## config.mk

```make
export PLATFORM = sky130hd
export DESIGN_NAME = gtd_ctrl
export DESIGN_NICKNAME = d
export VERILOG_FILES = /design/src/rtl/gtd_pkg.sv /design/src/rtl/gtd_ctrl.sv
export SDC_FILE = /design/constraint.sdc
export NUM_CORES = 1
export LEC_CHECK = 0
export ABC_AREA = 1
export BUFFER_PORTS_ARGS = -buffer_cell sky130_fd_sc_hd__buf_2
export CORE_AREA = 3 3 40 42
export DETAILED_ROUTE_END_ITERATION = 16
export DIE_AREA = 0 0 43 45
export GPL_TIMING_DRIVEN = 0
export PLACE_DENSITY = 0.68
export RECOVER_POWER = 100
export SETUP_SLACK_MARGIN = 0.05
export SLEW_MARGIN = 0
export SYNTH_ARGS = -nofsm -noshare
export SYNTH_HDL_FRONTEND = slang
export SYNTH_SLANG_ARGS = --single-unit
```

## constraint.sdc

```tcl
create_clock -name clk_i -period 1.1 [get_ports clk_i]
set_input_delay 0.22 -clock clk_i [delete_from_list [all_inputs] [get_ports clk_i]]
set_output_delay 0.22 -clock clk_i [all_outputs]
set_load 0.05 [all_outputs]
```

## src/rtl/gtd_pkg.sv

```systemverilog
package gtd_pkg;

  // widths fixed by the field and state definitions
  localparam int unsigned S_W       = 48;
  localparam int unsigned E_W       = 48;
  localparam int unsigned THR_W     = 32;
  localparam int unsigned COEFF_W   = 16;
  localparam int unsigned SHIFT_W   = 4;
  localparam int unsigned PAT_W     = 32;
  localparam int unsigned PAT_IDX_W = 5;
  localparam int unsigned POS_W     = 6;
  localparam int unsigned CS_W      = 64;
  localparam int unsigned MAG_W     = 112;
  localparam int unsigned ACC_W     = 128;
  localparam int unsigned CFG_IDX_W = 3;
  localparam int unsigned CFG_DAT_W = 32;
  localparam int unsigned OUT_W     = 72;

  localparam logic [THR_W-1:0]   THR_RESET   = 32'h0001_0000;
  localparam logic [SHIFT_W-1:0] SHIFT_RESET = 4'd4;

  typedef enum logic [CFG_IDX_W-1:0] {
    REG_COEFF    = 3'd0,
    REG_INIT_THR = 3'd1,
    REG_SHIFT    = 3'd2,
    REG_TARGET   = 3'd3,
    REG_LENGTH   = 3'd4,
    REG_MAXD     = 3'd5
  } cfg_reg_e;

  typedef enum logic [1:0] {
    MUL_S1S1,
    MUL_S2S2,
    MUL_CS_S2
  } mul_sel_e;

  typedef enum logic [3:0] {
    ST_IDLE,
    ST_SAMP,
    ST_MS1,
    ST_SQ1,
    ST_SQ2,
    ST_CS,
    ST_CROSS,
    ST_DIVS,
    ST_DIV,
    ST_UPD,
    ST_CHK,
    ST_EDIT,
    ST_OUT
  } ctrl_state_e;

  typedef struct packed {
    logic     load_sample;
    logic     upd_sample;
    logic     mul_start;
    mul_sel_e mul_sel;
    logic     acc_load;
    logic     acc_add;
    logic     acc_sub;
    logic     load_cs;
    logic     div_start;
    logic     blk_update;
    logic     ed_start;
    logic     out_load;
  } dp_cmd_t;

  typedef struct packed {
    logic blk_end;
    logic mul_busy;
    logic div_busy;
    logic ed_busy;
    logic ed_need;
    logic out_free;
  } dp_status_t;

endpackage

```

## src/rtl/gtd_ctrl.sv

```systemverilog
module gtd_ctrl (
  input  logic                clk_i,
  input  logic                rst_ni,
  input  logic                in_valid_i,
  output logic                in_ready_o,
  input  gtd_pkg::dp_status_t status_i,
  output gtd_pkg::dp_cmd_t    cmd_o
);
  import gtd_pkg::*;

  ctrl_state_e state_q, state_d;

  always_ff @(posedge clk_i or negedge rst_ni) begin
    if (!rst_ni) begin
      state_q <= ST_IDLE;
    end else begin
      state_q <= state_d;
    end
  end

  always_comb begin
    state_d       = state_q;
    cmd_o         = '0;
    cmd_o.mul_sel = MUL_S1S1;
    in_ready_o    = 1'b0;
    unique case (state_q)
      ST_IDLE: begin
        in_ready_o = 1'b1;
        if (in_valid_i) begin
          cmd_o.load_sample = 1'b1;
          state_d = ST_SAMP;
        end
      end
      ST_SAMP: begin
        cmd_o.upd_sample = 1'b1;
        state_d = status_i.blk_end ? ST_MS1 : ST_IDLE;
      end
      ST_MS1: begin
        cmd_o.mul_start = 1'b1;
        cmd_o.mul_sel   = MUL_S1S1;
        state_d = ST_SQ1;
      end
      ST_SQ1: begin
        if (!status_i.mul_busy) begin
          cmd_o.acc_load  = 1'b1;
          cmd_o.mul_start = 1'b1;
          cmd_o.mul_sel   = MUL_S2S2;
          state_d = ST_SQ2;
        end
      end
      ST_SQ2: begin
        if (!status_i.mul_busy) begin
          cmd_o.acc_add = 1'b1;
          cmd_o.load_cs = 1'b1;
          state_d = ST_CS;
        end
      end
      ST_CS: begin
        cmd_o.mul_start = 1'b1;
        cmd_o.mul_sel   = MUL_CS_S2;
        state_d = ST_CROSS;
      end
      ST_CROSS: begin
        if (!status_i.mul_busy) begin
          cmd_o.acc_sub = 1'b1;
          state_d = ST_DIVS;
        end
      end
      ST_DIVS: begin
        cmd_o.div_start = 1'b1;
        state_d = ST_DIV;
      end
      ST_DIV: begin
        if (!status_i.div_busy) begin
          state_d = ST_UPD;
        end
      end
      ST_UPD: begin
        cmd_o.blk_update = 1'b1;
        state_d = ST_CHK;
      end
      ST_CHK: begin
        if (status_i.ed_need) begin
          cmd_o.ed_start = 1'b1;
          state_d = ST_EDIT;
        end else begin
          state_d = ST_OUT;
        end
      end
      ST_EDIT: begin
        if (!status_i.ed_busy) begin
          state_d = ST_OUT;
        end
      end
      ST_OUT: begin
        if (status_i.out_free) begin
          cmd_o.out_load = 1'b1;
          state_d = ST_IDLE;
        end
      end
      default: state_d = ST_IDLE;
    endcase
  end

endmodule

```

== Word level (Yosys, flattened, before mapping) ==
Index checks and enable logic that the tools add are counted.

* Register bits after elaboration: 4
* Bits of input ports: 9
* Output and inout port bits: 14

* Eq/ne operators: 19
* Muxes and demuxes: 26
* Reductions and logical operators: 2

{| class="wikitable"
|+ Operators with widths
! kind !! count
|-
| case mux 4 bit (13 select lines) || 1
|-
| two-way mux 4 bit || 8
|-
| == test 4 bit (second input constant) || 5
|-
| == test 4 x 3 -> 1 bit (second input constant) || 4
|-
| two-way mux 1 bit || 14
|-
| inequality test 2 bit (second input constant) || 7
|-
| case mux 3 bit (3 select lines) || 1
|-
| == test 4 x 2 -> 1 bit (second input constant) || 2
|-
| AND reduction 7 bit || 1
|-
| == test 4 x 1 -> 1 bit (second input constant) || 1
|-
| zero test 4 bit || 1
|-
| two-way mux 3 bit || 1
|-
| two-way mux 2 bit || 1
|}

== Logic depth before layout (Yosys ltp) ==
* Depth in word-level cells: 3
* Gate-level depth with buffers: 9
* Gate-level depth less buffers: 8

== Least setup slack after synthesis ==
No wires, ideal clock.

* Path type: flip-flop to output port
* Start: register state_q[0]
* End: output cmd_o[6] (netlist bit)
* Data arrival time: 2525 ps
* Required time: 880 ps
* Setup slack: -1645 ps
* Cell stages (with the launch flop): 4
* Path buffers: 2
* Cell sequence: dfrtp_1 -> buf_6 -> nor4_1 -> buf_4

{| class="wikitable"
|+ RTL lines
! what !! line !! source
|-
| start: declaration || gtd_ctrl.sv:11 || <nowiki>ctrl_state_e state_q, state_d;</nowiki>
|-
| start signal: assignment || gtd_ctrl.sv:17 || <nowiki>state_q <= state_d;</nowiki>
|-
| end: declaration || gtd_ctrl.sv:7 || <nowiki>output gtd_pkg::dp_cmd_t cmd_o</nowiki>
|}

==> impl_metrics.env <==
export IMPL_run_status="finished with violations"
export IMPL_violations="negative setup slack"
export IMPL_startpoint="state_q[2]$_DFFE_PN0P_"
export IMPL_r2r_worst_path_cells=8
export IMPL_tightest_slew_ns=0.293
export IMPL_numCtsBuffers=3
export IMPL_start_util_pct=37.0
export IMPL_cp_end_kind="output pin"
export IMPL_htreeDepth=1
export IMPL_muxShareOfSynthArea_pct=0
export IMPL_worstPathCellList="buf_6 -> nand2_4 -> buf_6 -> nor4_4 -> buf_6"
export IMPL_path_max_fanout=5
export IMPL_power_density_nw_per_um2=2900
export IMPL_critPathArrivalTime_ns=1.45
export IMPL_cp_required_ns=0.88
export IMPL_grt_pass1_wl_mm=2.68
export IMPL_top_register="state_q"
export IMPL_routed_wl_mm=1.86
export IMPL_final_common_cell="nand2_1"
export IMPL_cts_sinks=4
export IMPL_first_iter_violations=18
export IMPL_cts_buffer_depth=2
export IMPL_dp_slack_ns=-0.710
export IMPL_syn_inst=83
export IMPL_synth_top_area_share_pct=21.1
export IMPL_die_h_um=45
export IMPL_ant_nets=0
export IMPL_cpMostUsedCell="buf_6"
export IMPL_setup_violations=18
export IMPL_wl_per_cell_um=12.9
export IMPL_cts_root_buf="clkbuf_4"
export IMPL_grt_overflow=0
export IMPL_crit_cells=5
export IMPL_r2r_start="state_q[2]$_DFFE_PN0P_"
export IMPL_syn_avg_cell_area_um2=5.73
export IMPL_min_path_type="in2async"
export IMPL_largest_register_ffs=4
export IMPL_syn_to_final_growth_pct=134
export IMPL_finalHoldViolCount=0
export IMPL_path_clk_slew_ns=0.05
export IMPL_cp_top_family="flip-flops"
export IMPL_synth_area_um2=475
export IMPL_synth_xor_area_share_pct=0
export IMPL_fin_crit_ns=1.67
export IMPL_relSlewSlack_pct=80.4
export IMPL_fin_crit_sh_pct=152
export IMPL_multiInputGateArea_um2=472
export IMPL_n_fill_cell=64
export IMPL_synth_compound_area_share_pct=7.63
export IMPL_ys_types=15
export IMPL_place_hpwl_mm=1.02
export IMPL_setup_ws_ns=-0.570
export IMPL_synth_area_leaders="dfrtp_1, nand2_1, nand3_1"
export IMPL_final_cell_mix="nand2_1, buf_6, buf_4"
export IMPL_crit_slowest_cell="dfrtp_2"
export IMPL_startpoint_type="flip-flop"
export IMPL_ys_ff_latch=4
export IMPL_power_leakage_nw=0.522
export IMPL_clock_skew_ns=0.0176
export IMPL_drc_errors=0
export IMPL_grt_start_max_net_pins=9
export IMPL_synth_fa_ha_area_share_pct=0
export IMPL_yosys_area_top_type="dfrtp_1"
export IMPL_viasPerCell=4.83
export IMPL_gr_usage_all_layers_pct=18.2
export IMPL_yosys_warnings=0
export IMPL_grt_pass1_vias=669
export IMPL_drive_gt1_share_pct=65.9
export IMPL_reg_top3="state_q x4"
export IMPL_critPathMaxStageDelay_ns=0.46
export IMPL_die_x_um=43
export IMPL_critical_path_buf_inv_count=3
export IMPL_cts_tree="done"
export IMPL_clock_latency_ns=0.26
export IMPL_fp_dieArea_um2=1940
export IMPL_gp_congestion=0.797
export IMPL_io_buffer_count=22
export IMPL_yosys_area_share_simple_pct=53.2
export IMPL_num_vias=695
export IMPL_dr_pass1_iters=4
export IMPL_pin_count=23
export IMPL_crit_type="reg2out"
export IMPL_ir_drop_mv=2.05
export IMPL_synth_seq_area_share_pct=21.1
export IMPL_rsz0062_at_grt="yes"
export IMPL_worst_hold_slack_ns=0.313
export IMPL_synth_nets=92
export IMPL_drv_slew=0
export IMPL_synth_top_family_by_area="simple AND/OR/NAND/NOR gates"
export IMPL_nets=139
export IMPL_coreArea_um2=1280
export IMPL_antenna_found_initial=0
export IMPL_regArea_um2=103
export IMPL_row_count=13
export IMPL_maxCapViolations=0
export IMPL_diodes=0
export IMPL_fmax_ghz=0.599
[metrics by stage]
stage	std cells	power, mW	utilization, %	instance area (µm²)	setup TNS, ns
floorplan	83	1.76	-	612	-4.72
global placement	120	2.04	57.6	741	-6.23
detailed placement	120	2.06	57.6	741	-6.26
CTS	137	2.79	76.5	983	-7.69
global route	144	3.43	86.7	1110	-9.35
finish	144	3.23	86.7	1110	-8.08
[path summary, 6_finish.rpt]
check | endpoint | slack (ns)
setup / recovery | cmd_o[5] | -0.57
hold / removal | state_q[0]$_DFFE_PN0P_ | 0.31
setup reg to reg | state_q[1]$_DFFE_PN0P_ | -0.36
hold reg to reg | state_q[1]$_DFFE_PN0P_ | 0.68
max in group asynchronous | state_q[3]$_DFFE_PN0P_ | 0.57
min in group clk_i | state_q[0]$_DFFE_PN0P_ | 0.41
[kinds of logic (layout without fill, tap and decap cells)]
group,count (synthesis),in the layout
DFF,4,4
AOI/OAI and AO/OA,5,5
buffers and inverters,18,64
and+or+nand+nor,56,56
[power by group]
group / internal, mW / total, mW / switching [mW]
Combinational: 1.10 / 2.72 / 1.62
Sequential: 0.215 / 0.294 / 0.0790
Clock: 0.137 / 0.219 / 0.0813
[cell usage after synthesis]
| library cell | count |
|---|---|
| o21ai_4 | 1 |
| buf_4 | 1 |
| nor2_2 | 4 |
| nor2_1 | 13 |
| nand3b_1 | 1 |
| dfrtp_1 | 4 |
| a21oi_1 | 2 |
| buf_6 | 2 |
| nand3_1 | 11 |
| nand2_1 | 21 |
| o21ai_0 | 2 |
| nor4_1 | 3 |
| nand2_2 | 3 |
| inv_2 | 1 |
| inv_1 | 14 |
[layer usage]
metal / wire length [µm] / vias to the layer above / global-route usage, % / part of all wire (%)
met2: 1020 / 19 / 33.2 / 55
li1: - / 352 / - / -
met3: 64 / 3 / 5.58 / 3.4
met4: 15 / 0 / 6.02 / 0.81
met5: 0 / - / 0 / 0
met1: 757 / 321 / 20.1 / 41
[final cells by class]
type	count	share of cell area, %
Multi-Input combinational cell	61	42.4
Tap cell	15	1.69
Buffer	3	3.37
Sequential cell	4	9.21
Timing Repair Buffer	42	34.2
Inverter	15	6.85
Clock buffer	4	2.36
[timing repair]
item | 4_1_cts | 5_1_grt
setup buffers | 11 | 7
setup endpoints to repair | 18 | 18
resized for setup | 40 | 19
gates cloned | 1 | 0
pin swaps | 4 | 9
hold buffers | 1 | 0
endpoints found under the hold margin | 4 | 0
No activity file was read; power rests on OpenSTA's default activity.
